--- config.mk ---
export PLATFORM = sky130hd
export DESIGN_NAME = xor_framed_packet_receiver
export DESIGN_NICKNAME = d
export VERILOG_FILES = /design/src/hdl/xfpr_pkg.sv /design/src/hdl/xor_framed_packet_receiver.sv /design/src/hdl/xfpr_cfg_regs.sv /design/src/hdl/xfpr_frame_fsm.sv
export SDC_FILE = /design/constraint.sdc
export NUM_CORES = 1
export LEC_CHECK = 0
export BUFFER_PORTS_ARGS = -buffer_cell sky130_fd_sc_hd__buf_4
export CAP_MARGIN = 20
export CORE_ASPECT_RATIO = 0.75
export CORE_MARGIN = 4
export CORE_UTILIZATION = 65
export CTS_CLUSTER_DIAMETER = 120
export DETAILED_ROUTE_END_ITERATION = 8
export PLACE_DENSITY_LB_ADDON = 0.08
export SYNTH_ARGS = -nofsm -noshare
export SYNTH_HDL_FRONTEND = slang
export SYNTH_SLANG_ARGS = --single-unit
--- constraint.sdc ---
create_clock -name clk -period 7.3 [get_ports clk]
set_input_delay 0.73 -clock clk [delete_from_list [all_inputs] [get_ports clk]]
set_output_delay 0.73 -clock clk [all_outputs]
set_load 0.01 [all_outputs]
--- src/hdl/xfpr_pkg.sv ---
// Package for the XOR-framed packet receiver.
// Holds the payload, configuration and result-code types and reset constants.
// No dependencies.
`default_nettype none

package xfpr_pkg;

	localparam logic [7:0] HeaderReset  = 8'h00;
	localparam logic [7:0] MinLenReset  = 8'd4;
	localparam logic [7:0] TimeoutReset = 8'd20;
	localparam logic [7:0] QueryReset   = 8'h11;

	typedef enum logic [1:0] {
		REG_HEADER  = 2'd0,
		REG_MIN_LEN = 2'd1,
		REG_TIMEOUT = 2'd2,
		REG_QUERY   = 2'd3
	} reg_index_t;

	typedef enum logic [2:0] {
		RC_REQUEST    = 3'd0,
		RC_QUERY      = 3'd1,
		RC_REPEAT     = 3'd2,
		RC_BAD_HEADER = 3'd3,
		RC_BAD_LENGTH = 3'd4,
		RC_TIMEOUT    = 3'd5,
		RC_CHECKSUM   = 3'd6
	} result_code_t;

	typedef enum logic [2:0] {
		PH_IDLE = 3'b001,
		PH_LEN  = 3'b010,
		PH_BODY = 3'b100
	} phase_t;

	typedef struct packed {
		logic       operation;
		logic [7:0] data_byte;
	} in_item_t;

	typedef struct packed {
		logic [2:0] result_code;
		logic [7:0] sequence_res;
		logic [7:0] message_type;
		logic [7:0] frame_length;
	} out_item_t;

	typedef struct packed {
		logic [7:0] header_byte;
		logic [7:0] min_length;
		logic [7:0] timeout_ticks;
		logic [7:0] query_type;
	} cfg_regs_t;

endpackage

`default_nettype wire

--- src/hdl/xor_framed_packet_receiver.sv ---
// XOR-framed packet receiver, top level.
// Path: the input item is registered in item_s1 and decoded there; its result is registered in out_data_q.
// Throughput: one item per cycle while in_stall is low; an item with no result passes even while out is stalled.
// The frame state update of one item is the loop that sets the rate.
// Reset: arst_n clears frame state, pipeline valids and loads config reset values.
// Depends on xfpr_pkg, xfpr_cfg_regs, xfpr_frame_fsm.
`default_nettype none

module xor_framed_packet_receiver import xfpr_pkg::*; (
	input  wire logic       clk,
	input  wire logic       arst_n,
	input  wire logic       in_valid,
	output logic            in_stall,
	input  wire in_item_t   in_data,
	output logic            out_valid,
	input  wire logic       out_stall,
	output out_item_t       out_data,
	input  wire logic       cfg_valid,
	output logic            cfg_ready,
	input  wire logic [1:0] cfg_index,
	input  wire logic [7:0] cfg_data
);

	cfg_regs_t cfg;
	logic      valid_s1;
	in_item_t  item_s1;
	logic      has_result;
	out_item_t result;
	logic      advance;
	logic      fire;
	logic      out_valid_q;
	out_item_t out_data_q;

	assign cfg_ready = 1'b1;

	xfpr_cfg_regs u_cfg (
		.clk      (clk),
		.arst_n   (arst_n),
		.wr_en    (cfg_valid & cfg_ready),
		.wr_index (cfg_index),
		.wr_data  (cfg_data),
		.cfg      (cfg)
	);

	xfpr_frame_fsm u_fsm (
		.clk        (clk),
		.arst_n     (arst_n),
		.cfg        (cfg),
		.item_valid (valid_s1),
		.item       (item_s1),
		.fire       (fire),
		.has_result (has_result),
		.result     (result)
	);

	assign advance  = !has_result || !out_valid_q || !out_stall;
	assign fire     = valid_s1 && advance;
	assign in_stall = valid_s1 && !advance;

	always_ff @(posedge clk or negedge arst_n) begin
		if (!arst_n)
			valid_s1 <= 1'b0;
		else if (!in_stall)
			valid_s1 <= in_valid;
	end

	always_ff @(posedge clk) begin
		if (!in_stall && in_valid)
			item_s1 <= in_data;
	end

	always_ff @(posedge clk or negedge arst_n) begin
		if (!arst_n)
			out_valid_q <= 1'b0;
		else if (!(out_valid_q && out_stall))
			out_valid_q <= fire && has_result;
	end

	always_ff @(posedge clk) begin
		if (fire && has_result)
			out_data_q <= result;
	end

	assign out_valid = out_valid_q;
	assign out_data  = out_data_q;

endmodule

`default_nettype wire

--- src/hdl/xfpr_cfg_regs.sv ---
// Configuration register file of the receiver.
// Depends on xfpr_pkg.
`default_nettype none

module xfpr_cfg_regs import xfpr_pkg::*; (
	input  wire logic       clk,
	input  wire logic       arst_n,
	input  wire logic       wr_en,
	input  wire logic [1:0] wr_index,
	input  wire logic [7:0] wr_data,
	output cfg_regs_t       cfg
);

	cfg_regs_t cfg_q;

	always_ff @(posedge clk or negedge arst_n) begin
		if (!arst_n) begin
			cfg_q.header_byte   <= HeaderReset;
			cfg_q.min_length    <= MinLenReset;
			cfg_q.timeout_ticks <= TimeoutReset;
			cfg_q.query_type    <= QueryReset;
		end else if (wr_en) begin
			unique case (reg_index_t'(wr_index))
				REG_HEADER:  cfg_q.header_byte   <= wr_data;
				REG_MIN_LEN: cfg_q.min_length    <= wr_data;
				REG_TIMEOUT: cfg_q.timeout_ticks <= wr_data;
				REG_QUERY:   cfg_q.query_type    <= wr_data;
				default:     cfg_q <= cfg_q;
			endcase
		end
	end

	assign cfg = cfg_q;

endmodule

`default_nettype wire

--- src/hdl/xfpr_frame_fsm.sv ---
// Frame tracking state and per-item decode: header, length, body, check byte, timeout.
// Depends on xfpr_pkg.
`default_nettype none

module xfpr_frame_fsm import xfpr_pkg::*; (
	input  wire logic      clk,
	input  wire logic      arst_n,
	input  wire cfg_regs_t cfg,
	input  wire logic      item_valid,
	input  wire in_item_t  item,
	input  wire logic      fire,
	output logic           has_result,
	output out_item_t      result
);

	phase_t     phase_q, phase_d;
	logic [7:0] count_q, count_d;
	logic [7:0] exp_len_q, exp_len_d;
	logic [7:0] xor_q, xor_d;
	logic [7:0] seq_q, seq_d;
	logic [7:0] type_q, type_d;
	logic [7:0] last_seq_q, last_seq_d;
	logic [7:0] ticks_q, ticks_d;

	always_comb begin
		logic [7:0] b;
		logic [7:0] tl;
		b          = item.data_byte;
		tl         = 8'd0;
		phase_d    = phase_q;
		count_d    = count_q;
		exp_len_d  = exp_len_q;
		xor_d      = xor_q;
		seq_d      = seq_q;
		type_d     = type_q;
		last_seq_d = last_seq_q;
		ticks_d    = ticks_q;
		has_result = 1'b0;
		result     = '0;

		if (item.operation) begin
			if (phase_q == PH_BODY) begin
				tl = (ticks_q != 8'd0) ? ticks_q - 8'd1 : 8'd0;
				ticks_d = tl;
				if (tl == 8'd0) begin
					phase_d    = PH_IDLE;
					count_d    = 8'd0;
					has_result = 1'b1;
					result     = '{RC_TIMEOUT, seq_q, type_q, exp_len_q};
				end
			end
		end else begin
			unique case (phase_q)
				PH_LEN: begin
					if (b < cfg.min_length) begin
						phase_d    = PH_IDLE;
						count_d    = 8'd0;
						ticks_d    = 8'd0;
						has_result = 1'b1;
						result     = '{RC_BAD_LENGTH, 8'd0, 8'd0, b};
					end else begin
						exp_len_d = b;
						seq_d     = 8'd0;
						type_d    = 8'd0;
						if (b == 8'd0)
							xor_d = 8'd0;
						else if (b == 8'd1)
							xor_d = cfg.header_byte;
						else
							xor_d = cfg.header_byte ^ b;
						if (cfg.timeout_ticks == 8'd0) begin
							phase_d    = PH_IDLE;
							count_d    = 8'd0;
							ticks_d    = 8'd0;
							has_result = 1'b1;
							result     = '{RC_TIMEOUT, 8'd0, 8'd0, b};
						end else begin
							phase_d = PH_BODY;
							count_d = 8'd2;
							ticks_d = cfg.timeout_ticks;
						end
					end
				end
				PH_BODY: begin
					if (count_q == 8'd2)
						seq_d = b;
					if (count_q == 8'd3)
						type_d = b;
					if (count_q < exp_len_q) begin
						xor_d   = xor_q ^ b;
						count_d = count_q + 8'd1;
					end else begin
						phase_d    = PH_IDLE;
						count_d    = 8'd0;
						ticks_d    = 8'd0;
						has_result = 1'b1;
						if (b != xor_q)
							result = '{RC_CHECKSUM, seq_d, type_d, exp_len_q};
						else if (last_seq_q != 8'd0 && last_seq_q == seq_d)
							result = '{RC_REPEAT, seq_d, type_d, exp_len_q};
						else begin
							last_seq_d = seq_d;
							if (type_d == cfg.query_type)
								result = '{RC_QUERY, seq_d, type_d, exp_len_q};
							else
								result = '{RC_REQUEST, seq_d, type_d, exp_len_q};
						end
					end
				end
				default: begin
					if (b != cfg.header_byte) begin
						phase_d    = PH_IDLE;
						count_d    = 8'd0;
						ticks_d    = 8'd0;
						has_result = 1'b1;
						result     = '{RC_BAD_HEADER, 8'd0, 8'd0, 8'd0};
					end else begin
						phase_d = PH_LEN;
						count_d = 8'd1;
					end
				end
			endcase
		end

		if (!item_valid)
			has_result = 1'b0;
	end

	always_ff @(posedge clk or negedge arst_n) begin
		if (!arst_n) begin
			phase_q    <= PH_IDLE;
			count_q    <= 8'd0;
			exp_len_q  <= 8'd0;
			xor_q      <= 8'd0;
			seq_q      <= 8'd0;
			type_q     <= 8'd0;
			last_seq_q <= 8'd0;
			ticks_q    <= 8'd0;
		end else if (fire) begin
			phase_q    <= phase_d;
			count_q    <= count_d;
			exp_len_q  <= exp_len_d;
			xor_q      <= xor_d;
			seq_q      <= seq_d;
			type_q     <= type_d;
			last_seq_q <= last_seq_d;
			ticks_q    <= ticks_d;
		end
	end

endmodule

`default_nettype wire

==> flow_metrics.env, run 1 <==
export IMPL_yosysSeqAreaShare_pct=47.6
export IMPL_worstPathArrival_ns=3.23
export IMPL_synth_top_area_cell="dfrtp_1"
export IMPL_vias=5634
export IMPL_slew_headroom_pct=28.9
export IMPL_synthArstFlopShare_pct=72.1
export IMPL_wl_um=18700
export IMPL_area_delta_synth_final_pct=15.6
export IMPL_fin_crit_ns=3.96
export IMPL_tritoncts="done"
export IMPL_track_usage_pct=30.1
export IMPL_worst_r2r_cell_count=7
export IMPL_grt_max_degree=73
export IMPL_pre_cts_ws_ns=3.73
export IMPL_grt_overflow_total=0
export IMPL_fin_setup_tns_ns=0
export IMPL_skew_ns=0.00781
export IMPL_io_buffers=52
export IMPL_syn_num_nets=674
export IMPL_worstPathRequired_ns=6.57
export IMPL_synthAdderAreaFrac_pct=3.14
export IMPL_clockBufferDepth=2
export IMPL_setup_ws_ns=3.34
export IMPL_gp_congestion=0.891
export IMPL_hold_viol_final=0
export IMPL_period_share_pct=54.3
export IMPL_fin_util_pct=78.8
export IMPL_io_pins=54
export IMPL_postCtsSetupBuffers=0
export IMPL_hpwl_um=13100
export IMPL_cts_sinks=129
export IMPL_synth_compound_area_share_pct=17.2
export IMPL_synth_distinct_cells=73
export IMPL_diodes=0
export IMPL_worstSetupStartpointType="flip-flop"
export IMPL_rows=32
export IMPL_coreArea_um2=10500
export IMPL_postCtsResizedCells=0
export IMPL_grt_pass1_vias=5434
export IMPL_cp_slowest_cell="edfxtp_1"
export IMPL_cts_buffers=17
export IMPL_drive_above_1_share_pct=25.4
export IMPL_fp_dieArea_um2=12800
export IMPL_drtPass1Iterations=6
export IMPL_die_w_um=129
export IMPL_setup_violations=0
export IMPL_synth_top_flop_cell="dfrtp_1"
export IMPL_die_y_um=99.0
export IMPL_root_buffer="clkbuf_16"
export IMPL_rrSetupSlack_ns=3.56
export IMPL_synth_enable_flop_cells=36
export IMPL_cp_end_kind="output port"
export IMPL_synth_top_area_share_pct=30.3
export IMPL_synthTopCellsByArea="dfrtp_1 (30%), edfxtp_1 (15%), mux2_2 (6.6%)"
export IMPL_vias_per_cell=6.84
export IMPL_path_class="reg -> out"
export IMPL_initial_core_util_pct=68.2
export IMPL_cts_hold_buf=0
export IMPL_ys_seq_elements=129
export IMPL_yosys_area_share_simple_pct=12.5
export IMPL_ys_warnings_count=0
export IMPL_status="completed"
export IMPL_rsz0062_at_grt="false"
export IMPL_post_route_drc_count=0
export IMPL_syn_inst=632
export IMPL_clkTransAtPathRegs_ns=0.06
export IMPL_fmaxAchievable_mhz=252
export IMPL_min_path_type="in -> async"
export IMPL_synth_top_family_by_area="compound AO/OA/AOI/OAI gates"
export IMPL_htreeDepth=4
export IMPL_grt_pass1_wl_um=29900
export IMPL_path_cells="xor2_1 > nor4_2 > o2111ai_1 > nand3_2 > a31o_1 > nor2_1 > buf_4"
export IMPL_r2r_start="item_s1[0]"
export IMPL_crit_fanout=17
export IMPL_drt_wirelength_per_cell_um=22.7
export IMPL_synth_area_mux_share_pct=11.4
export IMPL_synth_avg_cell_area_um2=11.4
export IMPL_syn_area_um2=7180
export IMPL_drtIter0Drc=740
export IMPL_worstReg2RegEnd="item_s1[8]"
export IMPL_p_leak_nw=3.67
export IMPL_tightest_slew_ns=1.06
export IMPL_slowest_delay_ns=0.87
export IMPL_synthXorXnorAreaFrac_pct=4.27
export IMPL_final_net_count=718
export IMPL_antenna_found_initial=0
export IMPL_max_vdd_ir_drop_v=0.000203
export IMPL_drv_cap=0
export IMPL_clock_latency_ns=0.41
export IMPL_antenna_left=0
export IMPL_fillers=663
export IMPL_slew_viol_final=0
export IMPL_p_per_area_nw_per_um2=291
synthesized netlist by cell type, types with 4 or more instances:
master      n
a211o_1     4
a21o_1      4
a21oi_1     8
a22o_1     44
a22oi_1     5
a32o_1      4
and2_1      6
and3_1      5
buf_2       5
buf_6       4
clkbuf_1   20
dfrtp_1    87
dfstp_2     6
edfxtp_1   36
ha_1       18
inv_1      30
mux2_2     42
mux2_4     11
mux2i_1    18
nand2_1    32
nand2_2     4
nand2b_1    6
nand3_1    19
nand3b_1    4
nand4_1     4
nor2_1     34
nor2b_1     5
nor3_1     11
nor4_1      9
o2111ai_1   5
o211a_1     4
o21a_1      4
o21ai_0    21
o21ai_1     5
o22ai_1     4
o31ai_1     9
o41ai_1     5
xnor2_1    15
xor2_1     20
kinds of logic (layout without fill, tap and decap cells):
logic type,count (synthesis),count (layout)
xor gates and xnor gates,35,35
adders and majority gates,18,18
buffers and inverters,63,119
AOI/OAI and AO/OA,153,153
DFF,129,129
other,1,1
muxes,71,71
and+or+nand+nor,162,162
state kept, by name, summed over array words and instances, names as in the netlist, 3 cells and up:
signal	count
u_cfg.cfg	32
out_data	27
item_s1	9
u_fsm.count_q	8
u_fsm.exp_len_q	8
u_fsm.last_seq_q	8
u_fsm.seq_q	8
u_fsm.ticks_q	8
u_fsm.type_q	8
u_fsm.xor_q	8
u_fsm.phase_q	3
metal layers:
layer / up-vias / GRT usage (%) / share of wire, %
li1: 2458 / - / -
met1: 2770 / 43.2 / 43
met2: 357 / 45.5 / 46
met3: 49 / 7.96 / 9.4
met4: 0 / 8.07 / 2.3
met5: - / 0 / 0
worst max-delay path, delay by kind of cell (launching register included):
family	cells	cell delay, ns
flip-flops	1	0.87
AND/OR/NAND/NOR	3	0.86
AO/OA/AOI/OAI	2	0.69
XOR/XNOR	1	0.20
buffers and inverters	1	0.19
worst max path at each step:
stage	slack (ns)	endpoint	cells after the start	from
detailed placement	3.73	item_s1[3]	7	item_s1[0]
CTS	3.45	in_stall	7	item_s1[0]
floorplan	3.58	out_data[0]	9	u_fsm.ticks_q[0]
global placement	3.93	u_fsm.exp_len_q[3]	7	item_s1[2]
global route	3.26	in_stall	7	item_s1[0]
finish	3.34	in_stall	7	item_s1[0]
layout make-up:
cell class | count | area [um2] | share of cell area [%]
Timing Repair Buffer | 58 | 435 | 5.25
Sequential cell | 129 | 3420 | 41.2
Tap cell | 136 | 170 | 2.05
Inverter | 30 | 113 | 1.36
Clock buffer | 24 | 523 | 6.30
Multi-Input combinational cell | 440 | 3500 | 42.1
Clock inverter | 7 | 145 | 1.75
layout by cell type, fill, tap and decap left out, types with 20 or more instances in the layout:
cell       n
buf_4     57
mux2_2    42
nand2_1   32
inv_1     30
o21ai_0   21
a22o_1    44
nor2_1    34
dfrtp_1   87
edfxtp_1  36
xor2_1    20
power by group:
part | leakage (nW) | switching (mW) | internal, mW
Sequential | 1.50 | 0.127 | 0.854
Combinational | 1.84 | 0.260 | 0.229
Clock | 0.324 | 0.306 | 0.637
Total | 3.67 | 0.693 | 1.72
metrics by stage:
step | hold slack [ns] | power, mW | area (um2) | cells
3_3_place_gp | 0.495 | 1.44 | 7610 | 791
3_5_place_dp | 0.494 | 1.46 | 7610 | 791
5_1_grt | 0.206 | 2.51 | 8300 | 824
6_report | 0.198 | 2.41 | 8300 | 824
2_1_floorplan | 0.434 | 1.31 | 7180 | 632
4_1_cts | 0.201 | 2.40 | 8280 | 822
Power figures use the tool's default switching activity.
==> run 2, diff against run 1 <==
ABC_AREA = 1   (was not set)
CORE_UTILIZATION = 61   (was 65)
clock period = 4.1 ns   (was 7.3 ns; I/O delays follow)
==> run 2 against run 1 <==
  * Flip-flop and latch count did not move
  * Sequential share of layout area is 0.25 points lower
  * Clock power up 75%
  * Register-to-register slack got worse by 2.7 ns
  * Non-clock buffer count up 1
  * Global-route usage shrank 1.7 points
  * Setup slack lost 2.5 ns
  * Sequential power up 56%
  * Synthesized cell count is 41% higher
  * Worst hold slack worse by 0.12 ns
  * Final cell count is 35% higher
  * Critical endpoint is now out_data[16]
==> flow_metrics.env, run 2 <==
export IMPL_fin_crit_ns=3.27
export IMPL_io_buffers=52
export IMPL_drt_wirelength_per_cell_um=16.7
export IMPL_final_common_cell="nand2_1"
export IMPL_grt_max_degree=59
export IMPL_synthTopCellsByCount="nand2_1 (260), inv_1 (105), dfrtp_1 (87), o21ai_0 (62), nand3_1 (58)"
export IMPL_cp_common_cell="nand2_1"
export IMPL_wl_um=18600
export IMPL_die_w_um=134
export IMPL_ys_warnings_count=0
export IMPL_cp_num_buf_inv=2
export IMPL_seqPwrFrac_pct=39.1
export IMPL_crit_fanout=27
export IMPL_synth_enable_flop_cells=36
export IMPL_path_class="reg -> reg"
export IMPL_combPwrFrac_pct=18.9
export IMPL_drtPass1Iterations=6
export IMPL_die_y_um=102
export IMPL_syn_area_um2=7230
export IMPL_synth_top_area_share_pct=30.1
export IMPL_final_net_count=980
export IMPL_coreArea_um2=11600
export IMPL_antenna_left=0
export IMPL_track_usage_pct=28.4
export IMPL_drtIter0Drc=641
export IMPL_synth_top_area_cell="dfrtp_1"
export IMPL_worstSetupStartpointType="flip-flop"
export IMPL_min_path_type="in -> async"
export IMPL_htreeDepth=4
export IMPL_post_route_cell_area_um2=8350
export IMPL_period_share_pct=79.8
export IMPL_p_leak_nw=3.98
export IMPL_synth_distinct_cells=42
export IMPL_synth_top_flop_cell="dfrtp_1"
export IMPL_skew_ns=0.00807
export IMPL_cts_sinks=129
export IMPL_cts_hold_buf=0
export IMPL_ys_seq_elements=129
export IMPL_path_delay_family="simple AND/OR/NAND/NOR gates"
export IMPL_hpwl_um=13100
export IMPL_placed_area_um2=7710
export IMPL_synth_avg_cell_area_um2=8.15
export IMPL_clockBufferDepth=2
export IMPL_cp_end_kind="flip-flop"
export IMPL_p_sw_mw=1.15
export IMPL_fp_dieArea_um2=13700
export IMPL_slowest_delay_ns=0.44
export IMPL_drive_above_1_share_pct=17.7
export IMPL_post_route_drc_count=0
export IMPL_intPower_mw=2.77
export IMPL_clkPwrFrac_pct=42.0
export IMPL_drv_cap=0
export IMPL_syn_inst=888
export IMPL_max_vdd_ir_drop_v=0.000401
export IMPL_setup_ws_ns=0.827
export IMPL_largest_reg_flops=32
export IMPL_yosysMostFrequentCell="nand2_1"
export IMPL_grt_pass1_vias=5923
export IMPL_status="completed"
export IMPL_setup_violations=0
export IMPL_vias=6280
export IMPL_postCtsResizedCells=0
export IMPL_worstPathRequired_ns=4.17
export IMPL_synthTopCellsByArea="dfrtp_1 (30%), edfxtp_1 (15%), nand2_1 (13%)"
export IMPL_slew_viol_final=0
export IMPL_io_pins=54
export IMPL_sw_frac_of_total_pct=29.2
export IMPL_yosysSeqAreaShare_pct=47.2
export IMPL_vias_per_cell=5.64
export IMPL_tightest_slew_ns=1.07
export IMPL_final_cell_mix="nand2_1 (260), inv_1 (105), dfrtp_1 (87), o21ai_0 (62), buf_4 (59)"
export IMPL_antenna_found_initial=0
export IMPL_hold_viol_final=0
export IMPL_stdcell_count=1113
export IMPL_gp_congestion=0.901
export IMPL_fmaxAchievable_mhz=305
export IMPL_path_cells="ha_1 > a21oi_1 > nor2_1 > nor3_1 > nand2_1 > nand2_1 > nand2_1 > nor2_1 > nor2_1 > nand3_1 > nand2_1 > nor2_1 > nand2_1 > inv_1 > buf_4"
export IMPL_p_per_area_nw_per_um2=470
export IMPL_area_delta_synth_final_pct=15.4
export IMPL_diodes=0
export IMPL_tritoncts="done"
export IMPL_initial_core_util_pct=62.3
export IMPL_clock_latency_ns=0.41
export IMPL_slew_headroom_pct=28.3
export IMPL_postCtsSetupBuffers=0
export IMPL_cp_slowest_cell="dfrtp_1"
export IMPL_cts_buffers=17
export IMPL_root_buffer="clkbuf_16"
export IMPL_grt_overflow_total=0
export IMPL_rows=34
export IMPL_syn_num_nets=930
export IMPL_dp_cells=1081
export IMPL_pre_cts_ws_ns=0.917
export IMPL_grt_pass1_wl_um=30300
export IMPL_synthArstFlopShare_pct=72.1
export IMPL_rsz0062_at_grt="false"
export IMPL_clkTransAtPathRegs_ns=0.06
export IMPL_worstPathArrival_ns=3.34
export IMPL_fin_setup_tns_ns=0
-- run 2: cells by family (layout without fill, tap and decap cells) --
kind of cell / Yosys count / in the layout / synth area share, %
AOI/OAI and AO/OA: 139 / 139 / 11.7
xor gates and xnor gates: 26 / 26 / 3.15
adders and majority gates: 18 / 18 / 3.11
buffers and inverters: 143 / 206 / 8.34
DFF: 129 / 129 / 47.2
other: 1 / 1 / 0.0518
and+or+nand+nor: 432 / 432 / 26.5
-- run 2: cell type report --
type	instances	area (um2)
Tap cell	162	203
Sequential cell	129	3420
Timing Repair Buffer	59	443
Clock buffer	18	429
Fill cell	906	3260
Inverter	115	432
Clock inverter	14	211
Multi-Input combinational cell	616	3220
-- run 2: layer usage --
metal | vias up | share of wire [%] | global-route usage (%)
li1 | 2989 | - | -
met1 | 2952 | 43 | 40.2
met2 | 295 | 45 | 44.2
met3 | 44 | 9.2 | 6.69
met4 | 0 | 2.4 | 8.62
met5 | - | 0 | 0
-- run 2: through the flow --
step                util (%)  power, mW  hold WS (ns)
floorplan                  -       2.07         0.114
global placement        66.4       2.24         0.460
detailed placement      66.4       2.27         0.471
CTS                     71.9       3.92         0.110
global route            71.9       4.10         0.130
finish                  71.9       3.92        0.0778
-- run 2: worst paths after layout --
check	cells past startpoint	end	start	slack [ns]
max	15	out_data[16]	u_fsm.count_q[5]	0.83
min	1	u_fsm.seq_q[5]	arst_n	0.08
max reg2reg	15	out_data[16]	u_fsm.count_q[5]	0.83
min reg2reg	2	u_fsm.ticks_q[0]	u_fsm.ticks_q[0]	0.48
max in group asynchronous	2	u_cfg.cfg[0]	arst_n	3.02
min in group clk	1	item_s1[1]	in_data[1]	0.17
-- run 2: power by group through the flow --
stage | sequential (mW) | combinational (mW) | clock, mW
detailed placement | 1.55 | 0.719 | 0
finish | 1.53 | 0.741 | 1.65
floorplan | 1.52 | 0.542 | 0
CTS | 1.53 | 0.732 | 1.66
global route | 1.54 | 0.835 | 1.72
global placement | 1.55 | 0.690 | 0
-- run 2: worst register-to-register path: stages, from the launching register on --
cell and delay [ns]:
dfrtp_1 0.44, ha_1 0.32, a21oi_1 0.13, nor2_1 0.06
nor3_1 0.13, nand2_1 0.14, nand2_1 0.36, nand2_1 0.15
nor2_1 0.12, nor2_1 0.06, nand3_1 0.11, nand2_1 0.09
nor2_1 0.24, nand2_1 0.15, inv_1 0.08, buf_4 0.35
==> run 3, diff against run 2 <==
clock period = 3.35 ns   (was 4.1 ns; I/O delays follow)
==> run 3 against run 2 <==
  * Count of clock-buffer cells in the layout rose by 5
  * Register-to-register slack got worse by 0.46 ns
  * Flip-flop and latch count did not move
  * Sequential share of layout area fell by 0.16 points
  * Clock skew barely moved
  * Non-clock buffer count rose by 8
  * Power rose by 18%
  * Highest routed layer unchanged
==> flow_metrics.env, run 3 (synthesis results as in run 2) <==
export IMPL_status="completed"
export IMPL_vias=6370
export IMPL_finalPower_mw=4.62
export IMPL_skew_ns=0.00851
export IMPL_final_common_cell="nand2_1"
export IMPL_grt_pass1_vias=6086
export IMPL_gp_congestion=0.980
export IMPL_cp_end_kind="flip-flop"
export IMPL_period_share_pct=89.0
export IMPL_fin_util_pct=72.2
export IMPL_final_cell_mix="nand2_1 (260), inv_1 (105), dfrtp_1 (87), buf_4 (65), o21ai_0 (62)"
export IMPL_hpwl_um=13900
export IMPL_io_pins=54
export IMPL_drt_wirelength_per_cell_um=17.4
export IMPL_drive_above_1_share_pct=18.5
export IMPL_coreArea_um2=11600
export IMPL_fp_dieArea_um2=13700
export IMPL_p_per_area_nw_per_um2=551
export IMPL_clkTransAtPathRegs_ns=0.06
export IMPL_pre_cts_ws_ns=0.394
export IMPL_post_route_drc_count=0
export IMPL_antenna_left=0
export IMPL_slew_viol_final=0
export IMPL_cp_startpoint="item_s1[1]"
export IMPL_area_delta_synth_final_pct=15.9
export IMPL_grt_overflow_total=0
export IMPL_antenna_found_initial=0
export IMPL_die_w_um=134
export IMPL_max_vdd_ir_drop_v=0.000373
export IMPL_tightest_slew_ns=0.816
export IMPL_initial_core_util_pct=62.3
export IMPL_worstSetupStartpointType="flip-flop"
export IMPL_fin_setup_tns_ns=0
export IMPL_htreeDepth=4
export IMPL_worstHoldStart="in_data[1]"
export IMPL_rows=34
export IMPL_die_y_um=102
export IMPL_path_class="reg -> reg"
export IMPL_tritoncts="done"
export IMPL_worstPathRequired_ns=3.44
export IMPL_rsz0062_at_grt="false"
export IMPL_drv_cap=0
export IMPL_clock_latency_ns=0.42
export IMPL_largest_reg_flops=32
export IMPL_drtPass1Iterations=5
export IMPL_root_buffer="clkbuf_16"
export IMPL_slew_headroom_pct=45.4
export IMPL_grt_pass1_wl_um=31700
export IMPL_clockBufferDepth=2
export IMPL_diodes=0
export IMPL_crit_fanout=27
export IMPL_r2r_start="item_s1[1]"
export IMPL_wl_um=19500
export IMPL_setup_ws_ns=0.368
export IMPL_min_path_type="in -> reg"
export IMPL_vias_per_cell=5.68
export IMPL_cts_buffers=17
export IMPL_grt_max_degree=54
export IMPL_p_leak_nw=4.02
export IMPL_fmaxAchievable_mhz=335
export IMPL_final_net_count=988
export IMPL_track_usage_pct=30.0
export IMPL_io_buffers=52
export IMPL_fin_crit_ns=2.98
export IMPL_worstPathArrival_ns=3.07
export IMPL_setup_violations=0
export IMPL_drtIter0Drc=630
export IMPL_hold_viol_final=0
export IMPL_cts_sinks=129
[run 3: final cells by class]
type                       instances  area [um2]
clock buffer                      23         543
clock inverter                     9        65.1
fill                             908        3230
inverter                         115         432
multi-input combinational        616        3220
sequential                       129        3420
tap                              162         203
timing repair buffer              67         509
[run 3: per-stage QoR]
step | instances | hold WS [ns] | area, um2
after floorplan | 888 | 0.0394 | 7230
after global placement | 1088 | 0.434 | 7760
after detailed placement | 1088 | 0.433 | 7760
after CTS | 1121 | 0.0825 | 8380
after global routing | 1121 | 0.0857 | 8380
final | 1121 | 0.0879 | 8380
[run 3: critical path, stage by stage (launching register included)]
cell and delay, ns:
edfxtp_1 0.64, ha_1 0.39, nand2_1 0.05, nand2_1 0.05, nand2_1 0.07, nand2_1 0.07, nand2_1 0.08, nand3_2 0.09
nand2_2 0.09, nor2_1 0.11, nor2_1 0.06, nand3_1 0.11, nand2_1 0.09, nor2_1 0.23, nand2_1 0.14, inv_1 0.09
buf_6 0.27
[run 3: what timing repair did]
action,4_1_cts,5_1_grt
gates resized for setup,0,1
hold endpoints to repair,6,0
buffers inserted,0,0
hold buffers,1,0
endpoints found under the setup margin,0,11
[run 3: where the power goes]
group	switching, mW	internal, mW	total (mW)
Clock	0.712	1.15	1.86
Sequential	0.123	1.76	1.88
Combinational	0.557	0.325	0.882
Total	1.39	3.23	4.62
[run 3: layer usage]
metal	share of wire [%]	track usage, %
met5	0	0
met4	2.5	10.8
met3	7.7	5.46
met2	46	48.2
met1	44	41.5
[run 3: final timing paths]
kind / cells past startpoint / slack, ns / endpoint
setup / recovery: 16 / 0.37 / out_data[11]
hold / removal: 1 / 0.09 / item_s1[1]
setup reg to reg: 16 / 0.37 / out_data[11]
hold reg to reg: 2 / 0.48 / u_fsm.phase_q[0]
max in group asynchronous: 3 / 1.99 / u_cfg.cfg[4]
min in group asynchronous: 2 / 0.51 / u_fsm.seq_q[4]
